**src/cda_pkg.sv**
```systemverilog
`timescale 1ns / 1ps
// ----------------------------------------------------------------------------
// Calendar date arithmetic package
// Shared widths, codes, bus structs and calendar helper functions.
// ----------------------------------------------------------------------------
package cda_pkg;

	// Default last valid year.
	localparam int unsigned MAX_YEAR_DEF = 9999;

	// Widths of the ports and of the internal day numbers and years.
	localparam int unsigned YEAR_W  = 14;
	localparam int unsigned MONTH_W = 4;
	localparam int unsigned DAY_W   = 5;
	localparam int unsigned DAYS_W  = 22;
	localparam int unsigned COUNT_W = 22;
	localparam int unsigned STAT_W  = 2;
	localparam int unsigned SER_W   = 25;
	localparam int unsigned YR_W    = 16;
	localparam int unsigned CYC_W   = 9;

	// Days in one full Gregorian 400 year cycle, and the saturation value.
	localparam logic [SER_W-1:0]  DAYS_400  = SER_W'(146097);
	localparam logic [DAYS_W-1:0] DAYS_MAX  = '1;
	localparam logic [CYC_W-1:0]  CYC_LEN   = CYC_W'(400);

	typedef logic [SER_W-1:0] ser_t;

	// Request codes.
	typedef enum logic [1:0] {
		REQ_ADD  = 2'd0,
		REQ_SUB  = 2'd1,
		REQ_DIFF = 2'd2,
		REQ_DOY  = 2'd3
	} req_t;

	// Status codes.
	localparam logic [STAT_W-1:0] ST_OK       = 2'd0;
	localparam logic [STAT_W-1:0] ST_BAD_DATE = 2'd1;
	localparam logic [STAT_W-1:0] ST_RANGE    = 2'd2;

	// Operands of the shared add/subtract unit.
	typedef struct packed {
		ser_t a;
		ser_t b;
		logic sub;
	} alu_req_t;

	// Result of the shared unit; borrow is set when a subtraction goes negative.
	typedef struct packed {
		ser_t sum;
		logic borrow;
	} alu_rsp_t;

	// One finished result item.
	typedef struct packed {
		logic [YEAR_W-1:0]  year;
		logic [MONTH_W-1:0] month;
		logic [DAY_W-1:0]   day;
		logic [DAYS_W-1:0]  days;
		logic [STAT_W-1:0]  status;
	} res_t;

	// Leap test for a year given by its place 1..400 in the 400 year cycle.
	function automatic logic leap_in_cycle(input logic [CYC_W-1:0] c);
		return (c[1:0] == 2'b00) && (c != CYC_W'(100)) && (c != CYC_W'(200))
			&& (c != CYC_W'(300));
	endfunction

	// Length of a year given by its place in the 400 year cycle.
	function automatic ser_t year_len(input logic [CYC_W-1:0] c);
		return leap_in_cycle(c) ? SER_W'(366) : SER_W'(365);
	endfunction

	// Length of a month; only meaningful for months 1..12.
	function automatic logic [DAY_W-1:0] month_len(input logic [MONTH_W-1:0] m,
			input logic leap);
		logic [DAY_W-1:0] len;
		unique case (m)
			4'd2: begin
				len = leap ? 5'd29 : 5'd28;
			end
			4'd4, 4'd6, 4'd9, 4'd11: begin
				len = 5'd30;
			end
			default: begin
				len = 5'd31;
			end
		endcase
		return len;
	endfunction

endpackage

```
**src/cda_alu.sv**
```systemverilog
`timescale 1ns / 1ps
// ----------------------------------------------------------------------------
// Calendar date arithmetic shared unit
// One day-number adder/subtractor with borrow, used by the sequencer's arithmetic steps.
// ----------------------------------------------------------------------------
module cda_alu (
	input  cda_pkg::alu_req_t op,
	output cda_pkg::alu_rsp_t rsp
);

	logic                  carry;
	logic [cda_pkg::SER_W-1:0] b_eff;

	// Subtraction is an add of the inverted operand with carry in.
	assign b_eff = op.sub ? ~op.b : op.b;
	assign {carry, rsp.sum} = {1'b0, op.a} + {1'b0, b_eff}
		+ {{cda_pkg::SER_W{1'b0}}, op.sub};

	// A subtraction without carry out went below zero.
	assign rsp.borrow = op.sub & ~carry;

endmodule

```
**src/cda_seq.sv**
```systemverilog
`timescale 1ns / 1ps
// ----------------------------------------------------------------------------
// Calendar date arithmetic sequencer
// Walks dates to day numbers and back in 400 year, year and month steps,
// driving the shared adder once per cycle.
// ----------------------------------------------------------------------------
module cda_seq #(
	parameter int unsigned MAX_YEAR = cda_pkg::MAX_YEAR_DEF
) (
	input  logic                          clk,
	input  logic                          arst_n,
	input  logic                          start,
	input  logic [1:0]                    req_type,
	input  logic [cda_pkg::YEAR_W-1:0]    year_a,
	input  logic [cda_pkg::MONTH_W-1:0]   month_a,
	input  logic [cda_pkg::DAY_W-1:0]     day_a,
	input  logic [cda_pkg::COUNT_W-1:0]   day_count,
	input  logic [cda_pkg::YEAR_W-1:0]    year_b,
	input  logic [cda_pkg::MONTH_W-1:0]   month_b,
	input  logic [cda_pkg::DAY_W-1:0]     day_b,
	input  logic                          res_free,
	output logic                          idle,
	output logic                          done,
	output cda_pkg::res_t                 result,
	output cda_pkg::alu_req_t             alu_op,
	input  cda_pkg::alu_rsp_t             alu_rsp
);

	localparam logic [cda_pkg::YR_W-1:0] MAX_YR = cda_pkg::YR_W'(MAX_YEAR);

	typedef enum logic [3:0] {
		S_IDLE,
		S_CHK,
		S_Y400,
		S_Y1,
		S_VAL,
		S_MON,
		S_DAY,
		S_DISP,
		S_ADDC,
		S_SUBC,
		S_D400,
		S_D1,
		S_DM,
		S_DIF1,
		S_DIF2,
		S_FIN
	} state_t;

	state_t                        state_q;
	cda_pkg::req_t                 req_q;
	logic [cda_pkg::YEAR_W-1:0]    ya_q, yb_q;
	logic [cda_pkg::MONTH_W-1:0]   ma_q, mb_q;
	logic [cda_pkg::DAY_W-1:0]     da_q, db_q;
	logic [cda_pkg::COUNT_W-1:0]   cnt_q;
	logic                          sel_b_q;
	cda_pkg::ser_t                 acc_q;
	cda_pkg::ser_t                 sa_q;
	logic [cda_pkg::YEAR_W-1:0]    rem_q;
	logic [cda_pkg::CYC_W-1:0]     cyc_q;
	logic [cda_pkg::MONTH_W-1:0]   mon_q;
	logic [cda_pkg::YR_W-1:0]      yel_q;
	logic                          leap_q;
	logic [cda_pkg::STAT_W-1:0]    status_q;

	logic [cda_pkg::YEAR_W-1:0]    cur_y;
	logic [cda_pkg::MONTH_W-1:0]   cur_m;
	logic [cda_pkg::DAY_W-1:0]     cur_d;
	logic                          cur_ok;
	logic [cda_pkg::YR_W:0]        yr_next;
	logic [cda_pkg::YR_W-1:0]      res_yr;

	// Date being converted: A first, B for the second half of a difference.
	assign cur_y = sel_b_q ? yb_q : ya_q;
	assign cur_m = sel_b_q ? mb_q : ma_q;
	assign cur_d = sel_b_q ? db_q : da_q;

	// Month and day check, once the leap flag of the year is known.
	assign cur_ok = (cur_m != '0) && (cur_m <= 4'd12) && (cur_d != '0)
		&& (cur_d <= cda_pkg::month_len(cur_m, leap_q));

	// Resulting year of a date conversion, one wider to compare safely.
	assign yr_next = {1'b0, yel_q} + {{cda_pkg::YR_W{1'b0}}, 1'b1};

	assign idle = (state_q == S_IDLE);
	assign done = (state_q == S_FIN);

	// Operand selection for the shared adder.
	always_comb begin
		alu_op.a   = acc_q;
		alu_op.b   = '0;
		alu_op.sub = 1'b0;
		unique case (state_q)
			S_Y400: begin
				alu_op.b = cda_pkg::DAYS_400;
			end
			S_Y1: begin
				alu_op.b = cda_pkg::year_len(cyc_q);
			end
			S_MON: begin
				alu_op.b = cda_pkg::SER_W'(cda_pkg::month_len(mon_q, leap_q));
			end
			S_DAY: begin
				alu_op.b = (req_q == cda_pkg::REQ_DOY) ? cda_pkg::SER_W'(cur_d)
					: cda_pkg::SER_W'(cur_d - 5'd1);
			end
			S_ADDC: begin
				alu_op.b = cda_pkg::SER_W'(cnt_q);
			end
			S_SUBC: begin
				alu_op.b   = cda_pkg::SER_W'(cnt_q);
				alu_op.sub = 1'b1;
			end
			S_D400: begin
				alu_op.b   = cda_pkg::DAYS_400;
				alu_op.sub = 1'b1;
			end
			S_D1: begin
				alu_op.b   = cda_pkg::year_len(cyc_q);
				alu_op.sub = 1'b1;
			end
			S_DM: begin
				alu_op.b   = cda_pkg::SER_W'(cda_pkg::month_len(mon_q, leap_q));
				alu_op.sub = 1'b1;
			end
			S_DIF1: begin
				alu_op.b   = sa_q;
				alu_op.sub = 1'b1;
			end
			S_DIF2: begin
				alu_op.a   = sa_q;
				alu_op.b   = acc_q;
				alu_op.sub = 1'b1;
			end
			default: begin
				alu_op.b = '0;
			end
		endcase
	end

	// Result fields from the final registers.
	assign res_yr = yr_next[cda_pkg::YR_W-1:0];
	always_comb begin
		result        = '0;
		result.status = status_q;
		if (status_q == cda_pkg::ST_OK) begin
			if (req_q == cda_pkg::REQ_ADD || req_q == cda_pkg::REQ_SUB) begin
				result.year  = res_yr[cda_pkg::YEAR_W-1:0];
				result.month = mon_q;
				result.day   = acc_q[cda_pkg::DAY_W-1:0] + 5'd1;
			end else begin
				result.days = (|acc_q[cda_pkg::SER_W-1:cda_pkg::DAYS_W]) ? cda_pkg::DAYS_MAX
					: acc_q[cda_pkg::DAYS_W-1:0];
			end
		end
	end

	// Sequencer state and working registers.
	always_ff @(posedge clk or negedge arst_n) begin
		if (!arst_n) begin
			state_q <= S_IDLE;
		end else begin
			unique case (state_q)
				S_IDLE: begin
					if (start) begin
						req_q    <= cda_pkg::req_t'(req_type);
						ya_q     <= year_a;
						ma_q     <= month_a;
						da_q     <= day_a;
						cnt_q    <= day_count;
						yb_q     <= year_b;
						mb_q     <= month_b;
						db_q     <= day_b;
						sel_b_q  <= 1'b0;
						status_q <= cda_pkg::ST_OK;
						state_q  <= S_CHK;
					end
				end
				S_CHK: begin
					if (cur_y == '0 || {2'b00, cur_y} > MAX_YR) begin
						status_q <= cda_pkg::ST_BAD_DATE;
						state_q  <= S_FIN;
					end else begin
						acc_q   <= '0;
						rem_q   <= cur_y - 14'd1;
						cyc_q   <= cda_pkg::CYC_W'(1);
						mon_q   <= 4'd1;
						state_q <= S_Y400;
					end
				end
				// Whole 400 year cycles before the year.
				S_Y400: begin
					if (rem_q >= 14'd400) begin
						acc_q <= alu_rsp.sum;
						rem_q <= rem_q - 14'd400;
					end else begin
						state_q <= S_Y1;
					end
				end
				// Single years before the year, inside its cycle.
				S_Y1: begin
					if (rem_q != '0) begin
						acc_q <= alu_rsp.sum;
						rem_q <= rem_q - 14'd1;
						cyc_q <= cyc_q + 9'd1;
					end else begin
						leap_q <= cda_pkg::leap_in_cycle(cyc_q);
						if (req_q == cda_pkg::REQ_DOY) begin
							acc_q <= '0;
						end
						state_q <= S_VAL;
					end
				end
				S_VAL: begin
					if (!cur_ok) begin
						status_q <= cda_pkg::ST_BAD_DATE;
						state_q  <= S_FIN;
					end else begin
						state_q <= S_MON;
					end
				end
				// Whole months before the month.
				S_MON: begin
					if (mon_q < cur_m) begin
						acc_q <= alu_rsp.sum;
						mon_q <= mon_q + 4'd1;
					end else begin
						state_q <= S_DAY;
					end
				end
				S_DAY: begin
					acc_q   <= alu_rsp.sum;
					state_q <= S_DISP;
				end
				S_DISP: begin
					unique case (req_q)
						cda_pkg::REQ_ADD: begin
							state_q <= S_ADDC;
						end
						cda_pkg::REQ_SUB: begin
							state_q <= S_SUBC;
						end
						cda_pkg::REQ_DIFF: begin
							if (sel_b_q) begin
								state_q <= S_DIF1;
							end else begin
								sa_q    <= acc_q;
								sel_b_q <= 1'b1;
								state_q <= S_CHK;
							end
						end
						cda_pkg::REQ_DOY: begin
							state_q <= S_FIN;
						end
					endcase
				end
				S_ADDC: begin
					acc_q   <= alu_rsp.sum;
					yel_q   <= '0;
					cyc_q   <= cda_pkg::CYC_W'(1);
					mon_q   <= 4'd1;
					state_q <= S_D400;
				end
				S_SUBC: begin
					if (alu_rsp.borrow) begin
						status_q <= cda_pkg::ST_RANGE;
						state_q  <= S_FIN;
					end else begin
						acc_q   <= alu_rsp.sum;
						yel_q   <= '0;
						cyc_q   <= cda_pkg::CYC_W'(1);
						mon_q   <= 4'd1;
						state_q <= S_D400;
					end
				end
				// Day number back to a date: cycles, years, then months.
				S_D400: begin
					if (!alu_rsp.borrow) begin
						acc_q <= alu_rsp.sum;
						yel_q <= yel_q + cda_pkg::YR_W'(400);
					end else begin
						state_q <= S_D1;
					end
				end
				S_D1: begin
					if (!alu_rsp.borrow) begin
						acc_q <= alu_rsp.sum;
						yel_q <= yel_q + cda_pkg::YR_W'(1);
						cyc_q <= cyc_q + 9'd1;
					end else begin
						leap_q <= cda_pkg::leap_in_cycle(cyc_q);
						if (yr_next > {1'b0, MAX_YR}) begin
							status_q <= cda_pkg::ST_RANGE;
							state_q  <= S_FIN;
						end else begin
							state_q <= S_DM;
						end
					end
				end
				S_DM: begin
					if (!alu_rsp.borrow && mon_q < 4'd12) begin
						acc_q <= alu_rsp.sum;
						mon_q <= mon_q + 4'd1;
					end else begin
						state_q <= S_FIN;
					end
				end
				// Absolute difference of the two day numbers.
				S_DIF1: begin
					if (alu_rsp.borrow) begin
						state_q <= S_DIF2;
					end else begin
						acc_q   <= alu_rsp.sum;
						state_q <= S_FIN;
					end
				end
				S_DIF2: begin
					acc_q   <= alu_rsp.sum;
					state_q <= S_FIN;
				end
				S_FIN: begin
					if (res_free) begin
						state_q <= S_IDLE;
					end
				end
				default: begin
					state_q <= S_IDLE;
				end
			endcase
		end
	end

endmodule

```
**src/calendar_date_arithmetic_top.sv**
```systemverilog
`timescale 1ns / 1ps
// ----------------------------------------------------------------------------
// Calendar date arithmetic
// Gregorian date add, subtract, day difference and day of year unit.
// ----------------------------------------------------------------------------
//
//   channel | handshake            | payload
//   --------+----------------------+-------------------------------------------
//   request | req_valid, req_ready | req_type, year_a, month_a, day_a,
//           |                      | day_count, year_b, month_b, day_b
//   result  | res_valid, res_ready | res_year, res_month, res_day, res_days,
//           |                      | status
//
// One item at a time; the shared day-number adder does one step per cycle.
// Converting a date y-m-d steps through the 400 year cycles, the single years
// and the months before it, and turning a day number s back into a date steps
// through 400 year cycles, the years into its cycle and the months. Reset
// clears the sequencer and the result valid flag.
// A result waiting in the output register holds the sequencer in its final
// step, while the output register itself lets the result sit until taken.
//
module calendar_date_arithmetic_top #(
	parameter int unsigned MAX_YEAR = cda_pkg::MAX_YEAR_DEF
) (
	input  logic                          clk,
	input  logic                          arst_n,
	input  logic                          req_valid,
	output logic                          req_ready,
	input  logic [1:0]                    req_type,
	input  logic [cda_pkg::YEAR_W-1:0]    year_a,
	input  logic [cda_pkg::MONTH_W-1:0]   month_a,
	input  logic [cda_pkg::DAY_W-1:0]     day_a,
	input  logic [cda_pkg::COUNT_W-1:0]   day_count,
	input  logic [cda_pkg::YEAR_W-1:0]    year_b,
	input  logic [cda_pkg::MONTH_W-1:0]   month_b,
	input  logic [cda_pkg::DAY_W-1:0]     day_b,
	output logic                          res_valid,
	input  logic                          res_ready,
	output logic [cda_pkg::YEAR_W-1:0]    res_year,
	output logic [cda_pkg::MONTH_W-1:0]   res_month,
	output logic [cda_pkg::DAY_W-1:0]     res_day,
	output logic [cda_pkg::DAYS_W-1:0]    res_days,
	output logic [cda_pkg::STAT_W-1:0]    status
);

	cda_pkg::alu_req_t alu_op;
	cda_pkg::alu_rsp_t alu_rsp;
	cda_pkg::res_t     seq_res;
	cda_pkg::res_t     res_q;
	logic              res_valid_q;
	logic              seq_idle;
	logic              seq_done;
	logic              res_free;
	logic              start;

	assign req_ready = seq_idle;
	assign start     = req_valid && seq_idle;
	assign res_free  = !res_valid_q || res_ready;

	// Shared day-number adder.
	cda_alu u_alu (
		.op  (alu_op),
		.rsp (alu_rsp)
	);

	// Step sequencer.
	cda_seq #(
		.MAX_YEAR (MAX_YEAR)
	) u_seq (
		.clk       (clk),
		.arst_n    (arst_n),
		.start     (start),
		.req_type  (req_type),
		.year_a    (year_a),
		.month_a   (month_a),
		.day_a     (day_a),
		.day_count (day_count),
		.year_b    (year_b),
		.month_b   (month_b),
		.day_b     (day_b),
		.res_free  (res_free),
		.idle      (seq_idle),
		.done      (seq_done),
		.result    (seq_res),
		.alu_op    (alu_op),
		.alu_rsp   (alu_rsp)
	);

	// Output register: loads a finished item when the slot is free.
	always_ff @(posedge clk or negedge arst_n) begin
		if (!arst_n) begin
			res_valid_q <= 1'b0;
		end else begin
			if (seq_done && res_free) begin
				res_valid_q <= 1'b1;
				res_q       <= seq_res;
			end else if (res_ready) begin
				res_valid_q <= 1'b0;
			end
		end
	end

	assign res_valid = res_valid_q;
	assign res_year  = res_q.year;
	assign res_month = res_q.month;
	assign res_day   = res_q.day;
	assign res_days  = res_q.days;
	assign status    = res_q.status;

	// The unit is not ready in the cycle after it takes an item.
	a_busy_after_accept: assert property (@(posedge clk) disable iff (!arst_n)
		(req_valid && req_ready) |=> !req_ready)
		else $error("request taken while the previous item was still in work");

	// A failed item carries no date and no day count.
	a_fail_zero: assert property (@(posedge clk) disable iff (!arst_n)
		(res_valid && status != cda_pkg::ST_OK) |->
		(res_year == '0 && res_month == '0 && res_day == '0 && res_days == '0))
		else $error("failed result carries nonzero fields");

	// A date result has a month and day in range and no day count.
	a_date_shape: assert property (@(posedge clk) disable iff (!arst_n)
		(res_valid && status == cda_pkg::ST_OK && res_month != '0) |->
		(res_days == '0 && res_day != '0 && res_month <= 4'd12))
		else $error("date result out of shape");

	// A finished item stays in the sequencer while the output slot is full and not taken.
	a_no_overwrite: assert property (@(posedge clk) disable iff (!arst_n)
		(res_valid_q && !res_ready && seq_done) |=> (seq_done && res_valid_q))
		else $error("finished item dropped while output slot was full");

endmodule

```
**config.mk**
```make
export PLATFORM = sky130hd
export DESIGN_NAME = calendar_date_arithmetic_top
export DESIGN_NICKNAME = d
export VERILOG_FILES = /design/src/cda_pkg.sv /design/src/cda_alu.sv /design/src/cda_seq.sv /design/src/calendar_date_arithmetic_top.sv
export SDC_FILE = /design/constraint.sdc
export NUM_CORES = 1
export LEC_CHECK = 0
export BUFFER_PORTS_ARGS = -buffer_cell sky130_fd_sc_hd__buf_2
export CAP_MARGIN = 10
export CORE_UTILIZATION = 65
export DETAILED_ROUTE_END_ITERATION = 10
export PLACE_DENSITY = 0.95
export SKIP_CTS_REPAIR_TIMING = 1
export SLEW_MARGIN = 20
export SYNTH_ARGS = -nofsm -noshare
export SYNTH_HDL_FRONTEND = slang
export SYNTH_SLANG_ARGS = --single-unit
```
**constraint.sdc**
```tcl
create_clock -name clk -period 8.2 [get_ports clk]
set_input_delay 0.82 -clock clk [delete_from_list [all_inputs] [get_ports clk]]
set_output_delay 0.82 -clock clk [all_outputs]
set_load 0.01 [all_outputs]
```
# Word level (Yosys, flattened, before mapping)
# Index checks and enable logic that the tools add are counted.
# word_totals
out_inout_bits	49
wordCells	227
inputBits	74
reg_bits	219
# classes
bitwise	5
order_cmp	7
n_mux	70
n_eq_ne	54
add_sub_neg	12
n_reduce_logical	55
# ops
cell	n
$pmux W25 S7	2
$mux W25	10
$mux W4	16
$pmux W16 S4	1
$pmux W4 S16	1
$mux W14	4
$eq A4 B4 Y1 const B	12
$mux W16	3
$pmux W9 S5	1
$pmux W14 S3	1
$mux W9	4
$eq A4 B3 Y1 const B	8
$sub A14 B1 Y14 const B	2
$add A25 B25 Y26	1
$add A26 B1 Y26	1
$not A25 Y25	1
$ne A2 B1 Y1 const B	12
$reduce_and A8 Y1	3
$mux W22	1
$ne A2 B2 Y1 const B	10
$pmux W4 S5	1
$pmux W5 S2	2
$reduce_bool A5 Y1	4
$add A16 B1 Y17 const B	1
other kinds (51)	101

# Depth between registers and ports, before layout
# depth
word_depth	16
depth_mapped	22
mapped_depth_nobuf	19

# Hierarchy
# A second synthesis with hierarchy kept.
# hier_totals
cells_unflattened	1212
hier_area_um2	13143.9
# modules_own_cells
module	cells_each	seq_area_each_um2	area_each_um2	instances
cda_seq	934	5114.9	9994.6	1
cda_alu	226	0.0	1680.4	1
calendar_date_arithmetic_top	52	1436.4	1468.9	1

# Worst setup path before layout
# No wires, ideal clock.
# synth_path
kind	flip-flop to flip-flop
start	reg u_seq.sel_b_q
end	reg u_seq.acc_q[0], enable pin
slack_ns	2.952
path_buffers	3
t_arrival_ns	4.841
synth_period_minus_slack_ns	5.248
required_ns	7.793
stages_incl_launch_ff	21
setup_ns	0.407
path_cell_list	edfxtp_1 -> buf_2 -> buf_2 -> buf_2 -> mux2i_1 -> and3_1 -> nand4_1 -> o21a_1 -> nand2_1 -> xnor2_1 -> ha_1 -> inv_1 -> o21bai_1 -> a21oi_1 -> o21ai_0 -> a31oi_1 -> o41ai_1 -> a31oi_2 -> a21oi_1 -> o31ai_1 -> nor2_1
# synth_between
elab_chain_len	14
elab_cells_between_ends	23
cone_classes	3 x add/sub; 2 x order compare; 4 x eq/ne; 6 x mux; 3 x bitwise; 5 x reduce/logical
# synth_lines
element	line_no	text
start, declared	cda_seq.sv:56	logic sel_b_q;
start signal, assigned	cda_seq.sv:174	sel_b_q <= 1'b0;
start signal, assigned	cda_seq.sv:248	sel_b_q <= 1'b1;
$mux W5	cda_seq.sv:76	assign cur_d = sel_b_q ? db_q : da_q;
$sub A5 B1 Y6	cda_seq.sv:105	: cda_pkg::SER_W'(cur_d - 5'd1);
$mux W25	cda_seq.sv:104	alu_op.b = (req_q == cda_pkg::REQ_DOY) ? cda_pkg::SER_W'(cur_d)
$pmux W25 S7	cda_seq.sv:93	unique case (state_q)
$not A25 Y25	cda_alu.sv:15	assign b_eff = op.sub ? ~op.b : op.b;
$mux W25	cda_alu.sv:15	
$add A25 B25 Y26	cda_alu.sv:16	assign {carry, rsp.sum} = {1'b0, op.a} + {1'b0, b_eff}
$add A26 B1 Y26	cda_alu.sv:17	+ {{cda_pkg::SER_W{1'b0}}, op.sub};
$not A1 Y1	cda_alu.sv:20	assign rsp.borrow = op.sub & ~carry;
$and A1 B1 Y1	cda_alu.sv:20	
$logic_not A1 Y1	n/a	
$logic_and A1 B1 Y1	cda_seq.sv:301	if (!alu_rsp.borrow && mon_q < 4'd12) begin
$ne A2 B1 Y1 (no line)	n/a	
$reduce_and A8 Y1 (no line) (*)	n/a	
end signal, assigned	cda_seq.sv:302	acc_q <= alu_rsp.sum;
end signal, assigned	cda_seq.sv:313	acc_q <= alu_rsp.sum;
end signal, assigned	cda_seq.sv:318	acc_q <= alu_rsp.sum;
end, declared	cda_seq.sv:57	cda_pkg::ser_t acc_q;
# Mark *: on every way between the ends. The rest lies on a longest branch, timed or not.
# A chain may end at the register's enable or synchronous reset.

# Worst setup path after layout
# layout_path
start	reg u_seq.state_q[2]
end	reg u_seq.acc_q[22] (data pin)
# layout_between
elab_chain_len	9
elab_cells_between_ends	32
cone_classes	2 x add/sub; 12 x eq/ne; 10 x mux; 1 x bitwise; 7 x reduce/logical
# layout_lines
element	line_no	text
start, declared	cda_seq.sv:50	state_t state_q;
start signal, assigned	cda_seq.sv:161	state_q <= S_IDLE;
start signal, assigned	cda_seq.sv:176	state_q <= S_CHK;
start signal, assigned	cda_seq.sv:182	state_q <= S_FIN;
$eq A4 B3 Y1 (tied with other cells)	cda_seq.sv:93, cda_seq.sv:163	
$reduce_or A2 Y1 (no line)	n/a	
$pmux W25 S7	cda_seq.sv:93	
$not A25 Y25	cda_alu.sv:15	
$mux W25	cda_alu.sv:15	
$add A25 B25 Y26	cda_alu.sv:16	
$add A26 B1 Y26	cda_alu.sv:17	
$mux W25, on equally long branches	n/a	
$pmux W25 S7 (*)	cda_seq.sv:163	unique case (state_q)
end signal, assigned	cda_seq.sv:279	acc_q <= alu_rsp.sum;
end signal, assigned	cda_seq.sv:287	acc_q <= alu_rsp.sum;
end signal, assigned	cda_seq.sv:313	
# Mark *: on every way between the ends. The rest lies on a longest branch, timed or not. The select of a mux whose other input is x is not followed.

==> impl_metrics.json <==
{
  "cts_max_level": 1,
  "drc_errors": 0,
  "antenna_left": 0,
  "drt-vias-per-instance": 6.64,
  "wl_per_cell_um": 19.9,
  "post_route_cells_drive_above_1_share_pct": 17.5,
  "layout_min_cycle_time_ns": 6.39,
  "netSwitchingPower_mw": 3.13,
  "core.rowCount": 50,
  "postSynth.topFlopCell": "sky130_fd_sc_hd__edfxtp_1",
  "crit_path_max_fanout": 32,
  "die_height_um": 141,
  "power.total_mw": 7.03,
  "power.combinational.fraction_pct": 57.2,
  "setup-violations-final": 0,
  "count_of_buffers_from_port_buffering": 122,
  "max_slew.worst_pin.slew_ns": 1.04,
  "cts_tree": "yes",
  "synth_compound_area_share_pct": 16.1,
  "drt_iter0_markers": 1373,
  "num-nets-final": 1373,
  "clk-insertion-delay-late_ns": 0.52,
  "worst_slew_margin_rel_pct": 30.8,
  "grt_max_degree": 71,
  "type_of_destination_of_the_critical_path": "flip-flop",
  "cp.arrival_ns": 6.64,
  "irDropWorstVdd_v": 0.000308,
  "power.static_leakage_nw": 5.20,
  "die_w_um": 141,
  "yosys.area.top_type": "sky130_fd_sc_hd__edfxtp_1",
  "cp_data_required_time_ns": 8.46,
  "power.share.sequential_pct": 27.7,
  "synth_sequential_area_ratio_pct": 52.1,
  "synthDominantCellAreaShare_pct": 51.1,
  "smallest_setup_slack_after_layout_ns": 1.81,
  "finalHoldViolCount": 0,
  "cp-startpoint": "u_seq.state_q[2]",
  "synth_adder_area_share_pct": 4.54,
  "critical_path.reg2reg.startpoint": "u_seq.state_q[2]",
  "internal_power_component_mw": 3.90,
  "clk_transition_reported_paths_ns": 0.06,
  "maxCapViolations": 0,
  "synth_area_leaders": "sky130_fd_sc_hd__edfxtp_1 (51%), sky130_fd_sc_hd__ha_1 (4.4%), sky130_fd_sc_hd__xnor2_1 (4.0%)",
  "grt_setup_unrepaired": "no",
  "initial_antenna_violation_count": 0,
  "gpl.final_weighted_congestion": 0.942,
  "postSynth.asyncResetShare_pct": 2.28,
  "post-synth-top-count-cell": "sky130_fd_sc_hd__edfxtp_1",
  "clk_path_buf_depth": 3,
  "synth_cells": 1154,
  "ys_seq_elements": 219,
  "highest_layer": "met4",
  "met2WireLength_mm": 13.9,
  "met3_length_mm": 3.21,
  "boundaryPins": 123,
  "fin_worst_skew_ns": 0.0148,
  "status": "finished, final reports clean",
  "post_synth.cell_area_avg_um2": 10.9,
  "final.period_utilization_pct": 77.9,
  "holdWs_ns": 0.188,
  "synthMuxAreaShare_pct": 4.19,
  "synth.distinct_cells": 81,
  "cts-buffers-inserted": 23,
  "grt_pass1_vias": 9592,
  "synth-xor-area-share_pct": 5.93,
  "met1_length_mm": 12.0,
  "switching_share_pct": 44.5,
  "mappedNetlistNets": 1273,
  "worstHoldPathType": "input port to async pin",
  "synth_commonest_cells": "sky130_fd_sc_hd__edfxtp_1 (214), sky130_fd_sc_hd__nor2_1 (128), sky130_fd_sc_hd__nand2_1 (105), sky130_fd_sc_hd__a21oi_1 (67), sky130_fd_sc_hd__xnor2_1 (57)",
  "simple_gate_fraction_of_synth_area_pct": 14.6,
  "finalInstanceArea_um2": 14200,
  "root_buffer": "sky130_fd_sc_hd__clkbuf_16",
  "synth_top_family_by_area": "compound AO/OA/AOI/OAI gates",
  "place_ws_ns": 2.15,
  "die_area_um2": 19900,
  "floorplan.initialDensity_pct": 66.7,
  "start_kind": "flip-flop",
  "grt_pass1_wl_mm": 48.6,
  "drt_pre_antenna_iters": 10,
  "pwr-share-clk_pct": 15.1,
  "dp_hpwl_mm": 20.3,
  "detailed_place.area_um2": 13400,
  "drt_wirelength_mm": 30.4,
  "n_antenna_cell": 0,
  "tns_ns": 0,
  "placeableCoreArea_um2": 18800,
  "globalRouteOverflowTotal": 0,
  "ys.warnings.count": 0,
  "post_synth_instance_area_um2": 12600,
  "via_count": 10146,
  "path_class": "flip-flop to flip-flop",
  "number_of_flops_mapped_to_enable_cells_by_yosys": 214,
  "cts.sink_count": 219,
  "grt_use_total_pct": 31.0,
  "flow.area_growth_from_synthesis_pct": 12.8,
  "maxClockFrequency_ghz": 0.157,
  "power.density_nw_per_um2": 496,
  "final_max_slew_viol_count": 0
}
-- worst paths after layout --
kind | to | slack [ns] | cells past startpoint
worst min register to register | u_seq.sa_q[17] | 0.50 | 0
min in group clk | u_seq.cnt_q[5] | 0.47 | 1
worst max register to register | u_seq.acc_q[22] | 1.81 | 19
worst min-delay path | u_seq.state_q[3] | 0.19 | 1
max in group asynchronous | u_seq.state_q[0] | 7.76 | 1
worst max-delay path | u_seq.acc_q[22] | 1.81 | 19
-- critical path, stage by stage (launching register included) --
cell                       delay [ns]
sky130_fd_sc_hd__dfrtp_1         0.96
sky130_fd_sc_hd__nand2_1         0.56
sky130_fd_sc_hd__nor2_4          0.57
sky130_fd_sc_hd__buf_4           0.46
sky130_fd_sc_hd__a222oi_1        0.19
sky130_fd_sc_hd__nand2_1         0.09
sky130_fd_sc_hd__a211oi_1        0.06
sky130_fd_sc_hd__xor2_1          0.20
sky130_fd_sc_hd__inv_1           0.09
sky130_fd_sc_hd__fa_1            0.45
sky130_fd_sc_hd__nor2b_1         0.29
sky130_fd_sc_hd__nor2_1          0.08
sky130_fd_sc_hd__o21ai_0         0.22
sky130_fd_sc_hd__a21oi_1         0.16
sky130_fd_sc_hd__o21ai_0         0.50
sky130_fd_sc_hd__a41o_1          0.45
sky130_fd_sc_hd__a311oi_1        0.19
sky130_fd_sc_hd__o21ai_0         0.34
sky130_fd_sc_hd__xnor2_1         0.17
sky130_fd_sc_hd__nor2_1          0.06
-- power groups by stage --
stage,clock network (mW),logic [mW],registers (mW)
after global routing,1.11,4.35,1.97
after global placement,0,3.65,1.93
after detailed placement,0,3.82,1.96
after CTS,1.07,3.91,1.94
after floorplan,0,3.08,1.82
final,1.06,4.02,1.95
-- cells by family (layout without fill, tap and decap cells) --
group,after synthesis,count (layout)
compound gates,286,286
xor+xnor,85,85
fa+ha+maj,45,45
buf+inv,81,195
flops,219,219
mux,49,49
simple gates,389,389
-- registers in the layout (all words and copies together) (netlist names), 9 cells and up --
register / count
res_days: 22
res_year: 14
u_seq.acc_q: 25
u_seq.cnt_q: 22
u_seq.cyc_q: 9
u_seq.rem_q: 14
u_seq.sa_q: 25
u_seq.ya_q: 14
u_seq.yb_q: 14
u_seq.yel_q: 16
-- stage by stage --
step                      std cells  utilization, %
after floorplan                1154               -
after global placement         1489            71.2
after detailed placement       1489            71.2
after CTS                      1528            75.2
after global routing           1528            75.2
final                          1528            75.2
-- final cells by class --
class                   instances  area (um2)
multi-input cells             854        5750
fillers                      1169        4660
clock buffers                  27         591
well taps                     260         325
inverters                      21        78.8
clock inverters                12         164
flip-flops and latches        219        6550
repair buffers                135         708
-- cell usage in the layout, fill, tap and decap left out, types with 19 or more instances in the layout --
cell                        Yosys  layout
sky130_fd_sc_hd__o21ai_0       54      54
sky130_fd_sc_hd__o21a_1        29      29
sky130_fd_sc_hd__nand3_1       33      33
sky130_fd_sc_hd__buf_2          8     122
sky130_fd_sc_hd__mux2i_1       22      22
sky130_fd_sc_hd__nor2_1       128     126
sky130_fd_sc_hd__nor3_1        22      19
sky130_fd_sc_hd__inv_1         20      20
sky130_fd_sc_hd__a21oi_1       67      66
sky130_fd_sc_hd__xnor2_1       57      57
sky130_fd_sc_hd__ha_1          44      44
sky130_fd_sc_hd__xor2_1        28      28
sky130_fd_sc_hd__clkbuf_16      0      23
sky130_fd_sc_hd__mux2_2        26      26
sky130_fd_sc_hd__nand2_1      105     105
sky130_fd_sc_hd__edfxtp_1     214     214
-- metal layers --
metal,GRT usage [%],vias up
met1,42.6,4758
met5,0,-
met2,49.5,712
met4,13.7,0
met3,4.42,110
li1,-,4566
(Power assumes the default switching activity.)
